<file path="src/sv/lfcz_pkg.sv">
`timescale 1ns / 1ps
`default_nettype none
// ----------------------------------------------------------------------------
// lfcz_pkg
// Shared types and constants for the rangefinder frame check and zone
// classifier: item layouts, zone codes, register map and reset values.
// ----------------------------------------------------------------------------
package lfcz_pkg;

    localparam int          FRAME_LEN   = 9;
    localparam logic [7:0]  HDR_BYTE    = 8'h59;
    localparam logic [15:0] CNT_SAT     = 16'hFFFF;

    // zone codes
    localparam logic [2:0] ZONE_CLEAR = 3'd0;
    localparam logic [2:0] ZONE_WARN  = 3'd1;
    localparam logic [2:0] ZONE_BRAKE = 3'd2;
    localparam logic [2:0] ZONE_EMERG = 3'd3;
    localparam logic [2:0] ZONE_FAULT = 3'd4;

    // register map, register i at byte address 4*i
    localparam int APB_ADDR_W = 5;
    localparam int APB_DATA_W = 32;

    typedef enum logic [2:0] {
        REG_EMERGENCY_LIMIT  = 3'd0,
        REG_BRAKE_LIMIT      = 3'd1,
        REG_WARN_LIMIT       = 3'd2,
        REG_RANGE_MINIMUM    = 3'd3,
        REG_RANGE_MAXIMUM    = 3'd4,
        REG_STRENGTH_MINIMUM = 3'd5,
        REG_TIMEOUT_TICKS    = 3'd6,
        REG_STUCK_READINGS   = 3'd7
    } reg_index_t;

    localparam logic [15:0] RST_EMERGENCY_LIMIT  = 16'd0;
    localparam logic [15:0] RST_BRAKE_LIMIT      = 16'd0;
    localparam logic [15:0] RST_WARN_LIMIT       = 16'd0;
    localparam logic [15:0] RST_RANGE_MINIMUM    = 16'd2;
    localparam logic [15:0] RST_RANGE_MAXIMUM    = 16'd1200;
    localparam logic [15:0] RST_STRENGTH_MINIMUM = 16'd100;
    localparam logic [15:0] RST_TIMEOUT_TICKS    = 16'd10;
    localparam logic [15:0] RST_STUCK_READINGS   = 16'd50;

    typedef struct packed {
        logic [3:0] bytes_received;
        logic [7:0] byte_0;
        logic [7:0] byte_1;
        logic [7:0] byte_2;
        logic [7:0] byte_3;
        logic [7:0] byte_4;
        logic [7:0] byte_5;
        logic [7:0] byte_6;
        logic [7:0] byte_7;
        logic [7:0] byte_8;
    } in_item_t;

    typedef struct packed {
        logic [15:0] distance_out;
        logic [15:0] strength_level;
        logic [2:0]  zone;
        logic        fault;
        logic        timeout_event;
        logic        checksum_event;
        logic        weak_signal_event;
        logic        stuck_event;
        logic        all_passed;
    } out_item_t;

endpackage
`default_nettype wire

</file>
<file path="src/sv/lfcz_if.sv">
`timescale 1ns / 1ps
`default_nettype none
// ----------------------------------------------------------------------------
// lfcz_in_if / lfcz_out_if
// Valid/ready channels for tick items in and classified results out.
// ----------------------------------------------------------------------------
interface lfcz_in_if;
    logic       valid;
    logic       ready;
    logic [3:0] bytes_received;
    logic [7:0] byte_0;
    logic [7:0] byte_1;
    logic [7:0] byte_2;
    logic [7:0] byte_3;
    logic [7:0] byte_4;
    logic [7:0] byte_5;
    logic [7:0] byte_6;
    logic [7:0] byte_7;
    logic [7:0] byte_8;

    modport source (
        output valid, bytes_received, byte_0, byte_1, byte_2, byte_3,
               byte_4, byte_5, byte_6, byte_7, byte_8,
        input  ready
    );
    modport sink (
        input  valid, bytes_received, byte_0, byte_1, byte_2, byte_3,
               byte_4, byte_5, byte_6, byte_7, byte_8,
        output ready
    );
endinterface

interface lfcz_out_if;
    logic        valid;
    logic        ready;
    logic [15:0] distance_out;
    logic [15:0] strength_level;
    logic [2:0]  zone;
    logic        fault;
    logic        timeout_event;
    logic        checksum_event;
    logic        weak_signal_event;
    logic        stuck_event;
    logic        all_passed;

    modport source (
        output valid, distance_out, strength_level, zone, fault, timeout_event,
               checksum_event, weak_signal_event, stuck_event, all_passed,
        input  ready
    );
    modport sink (
        input  valid, distance_out, strength_level, zone, fault, timeout_event,
               checksum_event, weak_signal_event, stuck_event, all_passed,
        output ready
    );
endinterface
`default_nettype wire

</file>
<file path="src/sv/lidar_frame_check_zone_classifier_unit.sv">
`timescale 1ns / 1ps
`default_nettype none
// ----------------------------------------------------------------------------
// lidar_frame_check_zone_classifier_unit
// Validates one rangefinder frame per tick, tracks timeout and stuck
// readings, and classifies the held distance into a zone.
// ----------------------------------------------------------------------------
//  channel   dir  handshake      payload
//  in_ch     in   valid/ready    bytes_received, byte_0 .. byte_8
//  out_ch    out  valid/ready    distance_out, strength_level, zone, flags
//  apb       in   psel/penable   8 x 16-bit registers at 4*i
//
//  One tick item per clock while the result side is not stalled. An item
//  sits in the input register while frame check, counters and zoning
//  resolve into the result register, from which out_ch valid is driven.
//  Tracking state updates when an item moves from input to result register.
//  A stalled result holds both registers; the input side keeps taking items
//  while the result register drains. rst_n clears control and tracking
//  state and loads register reset values; no clearing pass.
// ----------------------------------------------------------------------------
module lidar_frame_check_zone_classifier_unit
    import lfcz_pkg::*;
(
    input  wire logic                  clk,
    input  wire logic                  rst_n,
    lfcz_in_if.sink                    in_ch,
    lfcz_out_if.source                 out_ch,
    input  wire logic                  psel,
    input  wire logic                  penable,
    input  wire logic                  pwrite,
    input  wire logic [APB_ADDR_W-1:0] paddr,
    input  wire logic [APB_DATA_W-1:0] pwdata,
    output logic      [APB_DATA_W-1:0] prdata,
    output logic                       pready
);

    // configuration
    logic [15:0] emergency_limit_reg;
    logic [15:0] brake_limit_reg;
    logic [15:0] warn_limit_reg;
    logic [15:0] range_minimum_reg;
    logic [15:0] range_maximum_reg;
    logic [15:0] strength_minimum_reg;
    logic [15:0] timeout_ticks_reg;
    logic [15:0] stuck_readings_reg;

    reg_index_t  reg_sel;
    logic        cfg_write;

    // pipeline
    logic        s1_valid_reg;
    in_item_t    s1_item_reg;
    logic        out_valid_reg;
    out_item_t   out_item_reg;
    logic        s1_go;
    in_item_t    in_item;

    // tracking state
    logic [15:0] miss_reg,      miss_next;
    logic [15:0] last_reg,      last_next;
    logic [15:0] repeat_reg,    repeat_next;
    logic [15:0] held_dist_reg, held_dist_next;
    logic [15:0] held_str_reg,  held_str_next;
    logic [2:0]  held_zone_reg, held_zone_next;
    out_item_t   result;

    assign pready    = 1'b1;
    assign reg_sel   = reg_index_t'(paddr[APB_ADDR_W-1:2]);
    assign cfg_write = psel && penable && pwrite && pready;

    always_ff @(posedge clk or negedge rst_n)
    begin
        if (!rst_n)
        begin
            emergency_limit_reg  <= RST_EMERGENCY_LIMIT;
            brake_limit_reg      <= RST_BRAKE_LIMIT;
            warn_limit_reg       <= RST_WARN_LIMIT;
            range_minimum_reg    <= RST_RANGE_MINIMUM;
            range_maximum_reg    <= RST_RANGE_MAXIMUM;
            strength_minimum_reg <= RST_STRENGTH_MINIMUM;
            timeout_ticks_reg    <= RST_TIMEOUT_TICKS;
            stuck_readings_reg   <= RST_STUCK_READINGS;
        end
        else if (cfg_write)
        begin
            unique case (reg_sel)
                REG_EMERGENCY_LIMIT:  emergency_limit_reg  <= pwdata[15:0];
                REG_BRAKE_LIMIT:      brake_limit_reg      <= pwdata[15:0];
                REG_WARN_LIMIT:       warn_limit_reg       <= pwdata[15:0];
                REG_RANGE_MINIMUM:    range_minimum_reg    <= pwdata[15:0];
                REG_RANGE_MAXIMUM:    range_maximum_reg    <= pwdata[15:0];
                REG_STRENGTH_MINIMUM: strength_minimum_reg <= pwdata[15:0];
                REG_TIMEOUT_TICKS:    timeout_ticks_reg    <= pwdata[15:0];
                REG_STUCK_READINGS:   stuck_readings_reg   <= pwdata[15:0];
                default:              ;
            endcase
        end
    end

    always_comb
    begin
        prdata = '0;
        unique case (reg_sel)
            REG_EMERGENCY_LIMIT:  prdata[15:0] = emergency_limit_reg;
            REG_BRAKE_LIMIT:      prdata[15:0] = brake_limit_reg;
            REG_WARN_LIMIT:       prdata[15:0] = warn_limit_reg;
            REG_RANGE_MINIMUM:    prdata[15:0] = range_minimum_reg;
            REG_RANGE_MAXIMUM:    prdata[15:0] = range_maximum_reg;
            REG_STRENGTH_MINIMUM: prdata[15:0] = strength_minimum_reg;
            REG_TIMEOUT_TICKS:    prdata[15:0] = timeout_ticks_reg;
            REG_STUCK_READINGS:   prdata[15:0] = stuck_readings_reg;
            default:              prdata = '0;
        endcase
    end

    // handshake: advance stage 1 when the result register is free or draining
    assign s1_go       = s1_valid_reg && (!out_valid_reg || out_ch.ready);
    assign in_ch.ready = !s1_valid_reg || s1_go;

    assign in_item.bytes_received = in_ch.bytes_received;
    assign in_item.byte_0         = in_ch.byte_0;
    assign in_item.byte_1         = in_ch.byte_1;
    assign in_item.byte_2         = in_ch.byte_2;
    assign in_item.byte_3         = in_ch.byte_3;
    assign in_item.byte_4         = in_ch.byte_4;
    assign in_item.byte_5         = in_ch.byte_5;
    assign in_item.byte_6         = in_ch.byte_6;
    assign in_item.byte_7         = in_ch.byte_7;
    assign in_item.byte_8         = in_ch.byte_8;

    always_ff @(posedge clk or negedge rst_n)
    begin
        if (!rst_n)
        begin
            s1_valid_reg  <= 1'b0;
            out_valid_reg <= 1'b0;
        end
        else
        begin
            if (in_ch.ready)
            begin
                s1_valid_reg <= in_ch.valid;
            end
            if (s1_go)
            begin
                out_valid_reg <= 1'b1;
            end
            else if (out_ch.ready)
            begin
                out_valid_reg <= 1'b0;
            end
        end
    end

    always_ff @(posedge clk)
    begin
        if (in_ch.ready && in_ch.valid)
        begin
            s1_item_reg <= in_item;
        end
        if (s1_go)
        begin
            out_item_reg <= result;
        end
    end

    always_ff @(posedge clk or negedge rst_n)
    begin
        if (!rst_n)
        begin
            miss_reg      <= '0;
            last_reg      <= '0;
            repeat_reg    <= '0;
            held_dist_reg <= '0;
            held_str_reg  <= '0;
            held_zone_reg <= ZONE_FAULT;
        end
        else if (s1_go)
        begin
            miss_reg      <= miss_next;
            last_reg      <= last_next;
            repeat_reg    <= repeat_next;
            held_dist_reg <= held_dist_next;
            held_str_reg  <= held_str_next;
            held_zone_reg <= held_zone_next;
        end
    end

    // frame check, fault ladder and zoning
    always_comb
    begin
        logic [7:0]  sum;
        logic        hdr_ok;
        logic        frame;
        logic        ev_sum;
        logic        ev_timeout;
        logic        ev_weak;
        logic        ev_stuck;
        logic        fault;
        logic        plaus_fault;
        logic [15:0] reading;
        logic [15:0] str;
        logic [15:0] miss_inc;
        logic [15:0] rep_inc;
        logic [15:0] thr;
        logic [2:0]  zone_cls;

        sum = s1_item_reg.byte_0 + s1_item_reg.byte_1 + s1_item_reg.byte_2
            + s1_item_reg.byte_3 + s1_item_reg.byte_4 + s1_item_reg.byte_5
            + s1_item_reg.byte_6 + s1_item_reg.byte_7;
        hdr_ok = (s1_item_reg.bytes_received >= 4'(FRAME_LEN))
              && (s1_item_reg.byte_0 == HDR_BYTE)
              && (s1_item_reg.byte_1 == HDR_BYTE);
        frame   = hdr_ok && (sum == s1_item_reg.byte_8);
        ev_sum  = hdr_ok && (sum != s1_item_reg.byte_8);
        reading = {s1_item_reg.byte_3, s1_item_reg.byte_2};
        str     = {s1_item_reg.byte_5, s1_item_reg.byte_4};

        // saturating miss count, clamped at the timeout
        miss_inc = (miss_reg == CNT_SAT) ? miss_reg : miss_reg + 16'd1;
        miss_next = frame ? 16'd0 : miss_inc;
        ev_timeout = (miss_next >= timeout_ticks_reg);
        if (ev_timeout)
        begin
            miss_next = timeout_ticks_reg;
        end
        fault = ev_timeout || ev_sum;

        plaus_fault = (reading < range_minimum_reg) || (reading > range_maximum_reg);
        ev_weak     = frame && !fault && (str < strength_minimum_reg);

        rep_inc  = (repeat_reg == CNT_SAT) ? repeat_reg : repeat_reg + 16'd1;
        thr      = stuck_readings_reg - 16'd1;
        ev_stuck    = 1'b0;
        last_next   = last_reg;
        repeat_next = repeat_reg;
        if (frame && !fault)
        begin
            if (plaus_fault || ev_weak)
            begin
                fault = 1'b1;
            end
            else
            begin
                // track repeats only for readings that pass every check
                if (reading == last_reg)
                begin
                    repeat_next = rep_inc;
                    ev_stuck    = (rep_inc >= thr);
                end
                else
                begin
                    repeat_next = '0;
                end
                last_next = reading;
                fault     = ev_stuck;
            end
        end

        priority if (reading <= emergency_limit_reg)
            zone_cls = ZONE_EMERG;
        else if (reading <= brake_limit_reg)
            zone_cls = ZONE_BRAKE;
        else if (reading <= warn_limit_reg)
            zone_cls = ZONE_WARN;
        else
            zone_cls = ZONE_CLEAR;

        held_dist_next = held_dist_reg;
        held_str_next  = held_str_reg;
        held_zone_next = held_zone_reg;
        if (fault)
        begin
            held_dist_next = '0;
            held_str_next  = '0;
            held_zone_next = ZONE_FAULT;
        end
        else if (frame)
        begin
            held_dist_next = reading;
            held_str_next  = str;
            held_zone_next = zone_cls;
        end

        result.distance_out      = held_dist_next;
        result.strength_level    = held_str_next;
        result.zone              = held_zone_next;
        result.fault             = fault;
        result.timeout_event     = ev_timeout;
        result.checksum_event    = ev_sum;
        result.weak_signal_event = ev_weak;
        result.stuck_event       = ev_stuck;
        result.all_passed        = frame && !fault;
    end

    assign out_ch.valid             = out_valid_reg;
    assign out_ch.distance_out      = out_item_reg.distance_out;
    assign out_ch.strength_level    = out_item_reg.strength_level;
    assign out_ch.zone              = out_item_reg.zone;
    assign out_ch.fault             = out_item_reg.fault;
    assign out_ch.timeout_event     = out_item_reg.timeout_event;
    assign out_ch.checksum_event    = out_item_reg.checksum_event;
    assign out_ch.weak_signal_event = out_item_reg.weak_signal_event;
    assign out_ch.stuck_event       = out_item_reg.stuck_event;
    assign out_ch.all_passed        = out_item_reg.all_passed;

endmodule
`default_nettype wire

</file>
<file path="src/flat_wrapper.sv">
// flat-port wrapper written by rule: the top's interface ports become plain ports
module lidar_frame_check_zone_classifier_unit_flat import lfcz_pkg::*;
  (clk, rst_n, psel, penable, pwrite, paddr, pwdata, prdata, pready, in_ch_valid, in_ch_bytes_received, in_ch_byte_0, in_ch_byte_1, in_ch_byte_2, in_ch_byte_3, in_ch_byte_4, in_ch_byte_5, in_ch_byte_6, in_ch_byte_7, in_ch_byte_8, in_ch_ready, out_ch_valid, out_ch_distance_out, out_ch_strength_level, out_ch_zone, out_ch_fault, out_ch_timeout_event, out_ch_checksum_event, out_ch_weak_signal_event, out_ch_stuck_event, out_ch_all_passed, out_ch_ready);
  lfcz_in_if in_ch_i ();
  lfcz_out_if out_ch_i ();
  input  wire logic clk;
  input  wire logic rst_n;
  input  wire logic psel;
  input  wire logic penable;
  input  wire logic pwrite;
  input  wire logic [APB_ADDR_W-1:0] paddr;
  input  wire logic [APB_DATA_W-1:0] pwdata;
  output logic      [APB_DATA_W-1:0] prdata;
  output logic pready;
  input wire logic [$bits(in_ch_i.valid)-1:0] in_ch_valid;
  input wire logic [$bits(in_ch_i.bytes_received)-1:0] in_ch_bytes_received;
  input wire logic [$bits(in_ch_i.byte_0)-1:0] in_ch_byte_0;
  input wire logic [$bits(in_ch_i.byte_1)-1:0] in_ch_byte_1;
  input wire logic [$bits(in_ch_i.byte_2)-1:0] in_ch_byte_2;
  input wire logic [$bits(in_ch_i.byte_3)-1:0] in_ch_byte_3;
  input wire logic [$bits(in_ch_i.byte_4)-1:0] in_ch_byte_4;
  input wire logic [$bits(in_ch_i.byte_5)-1:0] in_ch_byte_5;
  input wire logic [$bits(in_ch_i.byte_6)-1:0] in_ch_byte_6;
  input wire logic [$bits(in_ch_i.byte_7)-1:0] in_ch_byte_7;
  input wire logic [$bits(in_ch_i.byte_8)-1:0] in_ch_byte_8;
  output wire logic [$bits(in_ch_i.ready)-1:0] in_ch_ready;
  output wire logic [$bits(out_ch_i.valid)-1:0] out_ch_valid;
  output wire logic [$bits(out_ch_i.distance_out)-1:0] out_ch_distance_out;
  output wire logic [$bits(out_ch_i.strength_level)-1:0] out_ch_strength_level;
  output wire logic [$bits(out_ch_i.zone)-1:0] out_ch_zone;
  output wire logic [$bits(out_ch_i.fault)-1:0] out_ch_fault;
  output wire logic [$bits(out_ch_i.timeout_event)-1:0] out_ch_timeout_event;
  output wire logic [$bits(out_ch_i.checksum_event)-1:0] out_ch_checksum_event;
  output wire logic [$bits(out_ch_i.weak_signal_event)-1:0] out_ch_weak_signal_event;
  output wire logic [$bits(out_ch_i.stuck_event)-1:0] out_ch_stuck_event;
  output wire logic [$bits(out_ch_i.all_passed)-1:0] out_ch_all_passed;
  input wire logic [$bits(out_ch_i.ready)-1:0] out_ch_ready;
  assign in_ch_i.valid = in_ch_valid;
  assign in_ch_i.bytes_received = in_ch_bytes_received;
  assign in_ch_i.byte_0 = in_ch_byte_0;
  assign in_ch_i.byte_1 = in_ch_byte_1;
  assign in_ch_i.byte_2 = in_ch_byte_2;
  assign in_ch_i.byte_3 = in_ch_byte_3;
  assign in_ch_i.byte_4 = in_ch_byte_4;
  assign in_ch_i.byte_5 = in_ch_byte_5;
  assign in_ch_i.byte_6 = in_ch_byte_6;
  assign in_ch_i.byte_7 = in_ch_byte_7;
  assign in_ch_i.byte_8 = in_ch_byte_8;
  assign in_ch_ready = in_ch_i.ready;
  assign out_ch_valid = out_ch_i.valid;
  assign out_ch_distance_out = out_ch_i.distance_out;
  assign out_ch_strength_level = out_ch_i.strength_level;
  assign out_ch_zone = out_ch_i.zone;
  assign out_ch_fault = out_ch_i.fault;
  assign out_ch_timeout_event = out_ch_i.timeout_event;
  assign out_ch_checksum_event = out_ch_i.checksum_event;
  assign out_ch_weak_signal_event = out_ch_i.weak_signal_event;
  assign out_ch_stuck_event = out_ch_i.stuck_event;
  assign out_ch_all_passed = out_ch_i.all_passed;
  assign out_ch_i.ready = out_ch_ready;
  lidar_frame_check_zone_classifier_unit u_core (.clk(clk), .rst_n(rst_n), .in_ch(in_ch_i), .out_ch(out_ch_i), .psel(psel), .penable(penable), .pwrite(pwrite), .paddr(paddr), .pwdata(pwdata), .prdata(prdata), .pready(pready));
endmodule
</file>
<file path="config.mk">
export PLATFORM = sky130hd
export DESIGN_NAME = lidar_frame_check_zone_classifier_unit_flat
export DESIGN_NICKNAME = d
export VERILOG_FILES = /design/src/sv/lfcz_pkg.sv /design/src/sv/lfcz_if.sv /design/src/sv/lidar_frame_check_zone_classifier_unit.sv /design/src/flat_wrapper.sv
export SDC_FILE = /design/constraint.sdc
export NUM_CORES = 1
export LEC_CHECK = 0
export BUFFER_PORTS_ARGS = -buffer_cell sky130_fd_sc_hd__buf_2
export CAP_MARGIN = 10
export CORE_ASPECT_RATIO = 0.75
export CORE_MARGIN = 5
export CORE_UTILIZATION = 50
export DETAILED_ROUTE_END_ITERATION = 12
export HOLD_SLACK_MARGIN = 0.02
export PLACE_DENSITY = 0.66
export SKIP_CTS_REPAIR_TIMING = 1
export SLEW_MARGIN = 15
export SYNTH_ARGS = -nofsm -noshare
export SYNTH_HDL_FRONTEND = slang
export SYNTH_SLANG_ARGS = --single-unit
</file>
<file path="constraint.sdc">
create_clock -name clk -period 11.5 [get_ports clk]
set_input_delay 2.3 -clock clk [delete_from_list [all_inputs] [get_ports clk]]
set_output_delay 2.3 -clock clk [all_outputs]
set_load 0.03 [all_outputs]
</file>
# Word level (Yosys, flattened, before mapping)
# Index checks and enable logic that the tools add are counted.
[word_totals]
ff_bits = 330
inputBits = 120
out_inout_bits = 76
wordCells = 122
[classes]
n_addsub = 10
n_lt_le_gt_ge = 9
n_eq_ne = 14
n_mux = 20
n_bitwise = 2
reduce_logical = 32
[ops]
columns = ["operator", "count"]
rows = [
  ["16-bit two-way mux", 9],
  ["16-bit case mux with 8 select lines", 1],
  ["8-bit adder", 7],
  ["16-bit less-or-equal comparator", 3],
  ["16-bit by 1-bit adder with 16-bit output (second input constant)", 2],
  ["16-bit == test (second input constant)", 2],
  ["16-bit >= comparator", 2],
  ["16-bit less-than comparator", 2],
  ["16-bit == test", 1],
  ["8-bit by 7-bit == test with 1-bit output (second input constant)", 2],
  ["16-bit greater-than comparator", 1],
  ["2-bit AND reduction", 8],
  ["16-bit by 1-bit subtractor with 16-bit output (second input constant)", 1],
  ["3-bit == test (second input constant)", 4],
  ["3-bit two-way mux", 4],
  ["1-bit logical AND", 11],
  ["8-bit == test", 1],
  ["8-bit inequality test", 1],
  ["3-bit by 2-bit == test with 1-bit output (second input constant)", 2],
  ["1-bit two-way mux", 6],
  ["1-bit logical OR", 5],
  ["4-bit >= comparator (second input constant)", 1],
  ["1-bit logical NOT", 4],
  ["3-bit by 1-bit == test with 1-bit output (second input constant)", 1],
  ["5 further kinds", 6],
]

# Longest topological paths before layout
[depth]
depth_word = 20
mapped_depth = 30
depth_no_buf = 25

# Least setup slack after synthesis
# Ideal clock, no wire load.
[synth_timing]
kind = "flip-flop to flip-flop"
startpoint = "reg u_core.s1_item_reg[42] (netlist name)"
endpoint = "reg u_core.last_reg[10]"
setup_time_ps = 125
arrival_time_ps = 7101
required_ps = 11375
setup_slack_ps = 4275
path_stages_with_launch = 27
n_path_buf = 3
period_less_slack_ps = 7225
cell_sequence = "edfxtp_1 fa_1 inv_1 fa_1 fa_1 fa_1 inv_1 ha_1 inv_1 fa_1 xnor2_1 nor4_1 nand4b_1 nor2_1 and3_1 clkbuf_1 clkbuf_1 nor2_1 ha_1 o21a_1 o21ai_0 a2111oi_0 a2111o_1 nand4b_2 nor3_4 buf_6 mux2_2"
[synth_via]
elab_chain_cells = 16
word_cells_on_any_way = 21
cone_classes = "5 x add/sub; 3 x order compare; 2 x eq/ne; 1 x mux; 1 x bitwise; 9 x reduce/logical"
[synth_lines]
columns = ["item", "line_no", "text"]
rows = [
  ["from (decl)", "lidar_frame_check_zone_classifier_unit.sv:52", "in_item_t s1_item_reg;"],
  ["from (signal assigned)", "lidar_frame_check_zone_classifier_unit.sv:159", "s1_item_reg <= in_item;"],
  ["8-bit adder (3 in a row)", "lidar_frame_check_zone_classifier_unit.sv:209", "+ s1_item_reg.byte_3 + s1_item_reg.byte_4 + s1_item_reg.byte_5"],
  ["8-bit adder (2 in a row)", "lidar_frame_check_zone_classifier_unit.sv:210", "+ s1_item_reg.byte_6 + s1_item_reg.byte_7;"],
  ["8-bit == test", "lidar_frame_check_zone_classifier_unit.sv:214", "frame = hdr_ok && (sum == s1_item_reg.byte_8);"],
  ["1-bit logical AND", "lidar_frame_check_zone_classifier_unit.sv:214", ""],
  ["16-bit two-way mux", "lidar_frame_check_zone_classifier_unit.sv:221", "miss_next = frame ? 16'd0 : miss_inc;"],
  ["16-bit >= comparator", "lidar_frame_check_zone_classifier_unit.sv:222", "ev_timeout = (miss_next >= timeout_ticks_reg);"],
  ["1-bit logical OR", "lidar_frame_check_zone_classifier_unit.sv:227", "fault = ev_timeout || ev_sum;"],
  ["1-bit logical NOT", "lidar_frame_check_zone_classifier_unit.sv:230, lidar_frame_check_zone_classifier_unit.sv:237", ""],
  ["1-bit logical AND", "lidar_frame_check_zone_classifier_unit.sv:230, lidar_frame_check_zone_classifier_unit.sv:237", ""],
  ["1-bit logical AND", "lidar_frame_check_zone_classifier_unit.sv:230", "ev_weak = frame && !fault && (str < strength_minimum_reg);"],
  ["1-bit logical OR", "lidar_frame_check_zone_classifier_unit.sv:239", "if (plaus_fault || ev_weak)"],
  ["1-bit inverter (no source line)", "-", ""],
  ["3-bit AND reduction (no source line)", "-", ""],
  ["to (signal assigned)", "lidar_frame_check_zone_classifier_unit.sv:181", "last_reg <= last_next;"],
  ["to (decl)", "lidar_frame_check_zone_classifier_unit.sv:60", "logic [15:0] last_reg, last_next;"],
]
# Several ways; a longest one is shown, not always the timed one.
# A chain may end at the register's enable or synchronous reset.

# Worst setup path in the final report
[layout_timing]
startpoint = "reg u_core.s1_item_reg[50] (netlist name)"
endpoint = "reg u_core.last_reg[9]"
[layout_via]
elab_chain_cells = 17
word_cells_on_any_way = 22
cone_classes = "6 x add/sub; 3 x order compare; 2 x eq/ne; 1 x mux; 1 x bitwise; 9 x reduce/logical"
[layout_lines]
columns = ["item", "line_no", "text"]
rows = [
  ["8-bit adder", "lidar_frame_check_zone_classifier_unit.sv:208", "sum = s1_item_reg.byte_0 + s1_item_reg.byte_1 + s1_item_reg.byte_2"],
  ["8-bit adder (3 in a row)", "lidar_frame_check_zone_classifier_unit.sv:209", ""],
  ["8-bit adder (2 in a row)", "lidar_frame_check_zone_classifier_unit.sv:210", ""],
  ["8-bit == test", "lidar_frame_check_zone_classifier_unit.sv:214", ""],
  ["1-bit logical AND", "lidar_frame_check_zone_classifier_unit.sv:214", ""],
  ["16-bit two-way mux", "lidar_frame_check_zone_classifier_unit.sv:221", ""],
  ["16-bit >= comparator", "lidar_frame_check_zone_classifier_unit.sv:222", ""],
  ["1-bit logical OR", "lidar_frame_check_zone_classifier_unit.sv:227", ""],
  ["1-bit logical NOT", "lidar_frame_check_zone_classifier_unit.sv:230, lidar_frame_check_zone_classifier_unit.sv:237", ""],
  ["1-bit logical AND", "lidar_frame_check_zone_classifier_unit.sv:230, lidar_frame_check_zone_classifier_unit.sv:237", ""],
  ["1-bit logical AND", "lidar_frame_check_zone_classifier_unit.sv:230", ""],
  ["1-bit logical OR", "lidar_frame_check_zone_classifier_unit.sv:239", ""],
  ["1-bit inverter (no source line)", "-", ""],
  ["3-bit AND reduction (no source line) *", "-", ""],
]
# Every way passes the cells marked *; elsewhere a longest branch is shown, timed or not.

==> metrics.csv <==
metric,value,unit
I/O Buffers,160,
Rel. slew slack,25.7,%
CORE AREA,0.0373,mm²
H-tree depth,2,
layout cells sized above 1,16.5,%
TritonRoute pass-1 iters,5,
"commonest non-fill, non-tap cell in the layout",nand2_1,
data arrival time of the critical path,9.28,ns
area grow syn2layout,12.9,%
per-cell routed wire length,21.8,µm
final max-slew violation count,0,
Vias,14803,
Max Root-Sink Buffers,3,
setup slack after placement,2.70,ns
Post-synth EDFFs,117,
die height,179,µm
number of fill cells in the layout,3215,
most frequent cells in the layout,"225 x nand2_1, 199 x dfrtp_1, 173 x inv_1, 159 x buf_2, 148 x o21ai_0",
later-pin clock latency in the skew report,0.55,ns
Max VDD drop,0.0941,mV
worst-path fanout max,32,
Hold Fails Final Rpt,0,
clk_skew,0.0274,ns
Finished Layout Cells,2525,
Clock Sinks,330,
Hold/Removal Path Class,flop to flop,
largest net degree at the start of global routing,88,
NumNets Final,2288,
FF-to-FF path depth,23,
number of synthesized register bits,330,
"Seq/Total Area, Yosys",46.6,%
Global Route Usage Sum,25.9,%
crit start category,flop,
final wirelength,55200,µm
Num CTS Buffers,36,
total grt overflow,0,
DRC Markers,0,
setup violators final,0,
synthesized instance count,1851,
final worst-path cycle share,77.2,%
Starting Density,50.9,%
gpl congestion,0.925,
status,"complete, no violations",
Routed Antenna Nets,0,
Iteration-0 DRC Markers,1384,
multi-input logic area,0.00912,mm²
synth unique cells,70,
setup_tns,0,ns
clk slew on worst S/H paths,0.06,ns
CTS tree,built,
total instance count after detailed placement,2458,
pwr/cell area,176,mW/mm²
CP endpoint kind,flop,
antenna violations before repair,1,
critical path class,flop to flop,
WHS Path Cells,1,
worst path required time,11.91,ns
top_reg_cell synth,dfrtp_1,
crit path time final,8.87,ns
Yosys warning count,0,
die footprint,0.0421,mm²
row count,61,
I/O pins,196,
Die Span X,235,µm
vias in the first global route,14453,
syn_area_per_cell,10.3,µm²
slew at the pin closest to its max-slew limit,1.11,ns
clock root buffer,clkbuf_16,
register area,0.00886,mm²
Leakage,9.62,nW
Max Clk Rate,113,MHz
drt via density,5.86,
cell area after synthesis,0.0190,mm²
RSZ-0062 raised after global routing,no,
"Async S/R FF share, synth",64.5,%
first-pass GRT wire length,84800,µm
dpl hpwl,39600,µm
max reg flops,76,
Max Cap Violations,0,
setup ws final,2.63,ns
[worst paths after layout]
path,startpoint,endpoint,slack [ns]
hold / removal,u_core.held_zone_reg[2]$_DFFE_PN1P_,u_core.held_zone_reg[2]$_DFFE_PN1P_,0.49
setup reg to reg,u_core.s1_item_reg[50]$_DFFE_PP_,u_core.last_reg[9]$_DFFE_PN0P_,2.63
min in group asynchronous,rst_n,u_core.held_str_reg[7]$_DFFE_PN0P_,1.74
max in group asynchronous,rst_n,u_core.range_minimum_reg[5]$_DFFE_PN0P_,7.57
setup / recovery,u_core.s1_item_reg[50]$_DFFE_PP_,u_core.last_reg[9]$_DFFE_PN0P_,2.63
hold reg to reg,u_core.held_zone_reg[2]$_DFFE_PN1P_,u_core.held_zone_reg[2]$_DFFE_PN1P_,0.49
[synthesized netlist by cell type (all sizes together), types with 6 or more instances]
library cell / number / share of area (%)
nand2: 225 / 4.4
dfrtp: 199 / 26
inv: 174 / 3.4
o21ai: 149 / 3.9
ha: 137 / 9.0
edfxtp: 117 / 18
a21oi: 96 / 2.5
nor2: 89 / 1.8
clkbuf: 65 / 1.3
nand3: 60 / 1.6
mux2: 59 / 3.5
fa: 39 / 4.1
xnor2: 37 / 1.7
a22o: 34 / 1.6
nand4: 33 / 1.1
buf: 32 / 1.1
xor2: 32 / 1.5
mux2i: 21 / 1.1
nor3: 21 / 0.61
nor4: 19 / 0.63
a211oi: 15 / 0.59
a221oi: 15 / 0.69
nand2b: 15 / 0.49
dfstp: 14 / 1.9
o41ai: 13 / 0.60
or3: 13 / 0.45
a21o: 12 / 0.47
and2: 10 / 0.33
a31oi: 9 / 0.30
a2111oi: 6 / 0.28
nor2b: 6 / 0.20
o22ai: 6 / 0.20
[power by group]
part | switching [mW] | internal, mW | total (mW) | leakage, nW
Clock | 0.498 | 0.679 | 1.18 | 0.581
Sequential | 0.132 | 1.37 | 1.50 | 3.79
Combinational | 0.650 | 0.446 | 1.10 | 5.24
Total | 1.28 | 2.50 | 3.78 | 9.62
[worst max-delay path, stage by stage (launching register included)]
cell and delay, ns:
edfxtp_1 0.82, fa_1 0.59, inv_1 0.10, fa_1 0.45, fa_1 0.53, fa_1 0.54
inv_1 0.04, ha_1 0.20, inv_1 0.07, fa_1 0.42, xnor2_1 0.13, nor4_1 0.21
nand4b_1 0.17, nor2_1 0.28, and3_2 0.61, nor2_1 0.12, ha_1 0.22, nor2_1 0.14
nor4b_1 0.25, o21ai_0 0.18, a2111o_1 0.45, nand4b_2 0.64, nor3_4 1.09, mux2_2 0.43
[cell type report]
class	instances	area share [%]
clock inverters	17	0.706
inverters	175	3.06
repair buffers	185	4.65
clock buffers	49	4.81
multi-input cells	1264	42.5
well taps	504	2.94
diodes	1	0.0117
flip-flops and latches	330	41.3
[cells by family after synthesis]
| group | Yosys count | share of synthesized area, % |
|---|---|---|
| AND/OR/NAND/NOR | 522 | 12.9 |
| AO/OA/AOI/OAI | 393 | 12.9 |
| flip-flops | 330 | 46.6 |
| buffers and inverters | 272 | 5.85 |
| adder cells (fa/ha/maj) | 176 | 13.1 |
| multiplexers | 84 | 5.08 |
| XOR/XNOR | 72 | 3.54 |
| other | 2 | 0.0395 |
[through the flow]
step	total power, mW	hold WS (ns)	utilization [%]	cell area (µm²)
finish	3.78	0.487	57.5	21500
global placement	2.56	0.465	54.3	20300
detailed placement	2.60	0.475	54.3	20300
global route	4.00	0.518	57.5	21500
floorplan	2.27	0.450	-	19100
CTS	3.78	0.487	57.5	21500
[metal layers]
metal | track usage, % | vias to the layer above | part of all wire [%]
li1 | - | 6812 | -
met4 | 6.20 | 0 | 2.1
met2 | 39.4 | 584 | 44
met1 | 38.8 | 7330 | 45
met3 | 4.81 | 77 | 8.3
met5 | 0 | - | 0
No activity file was read; power rests on OpenSTA's default activity.
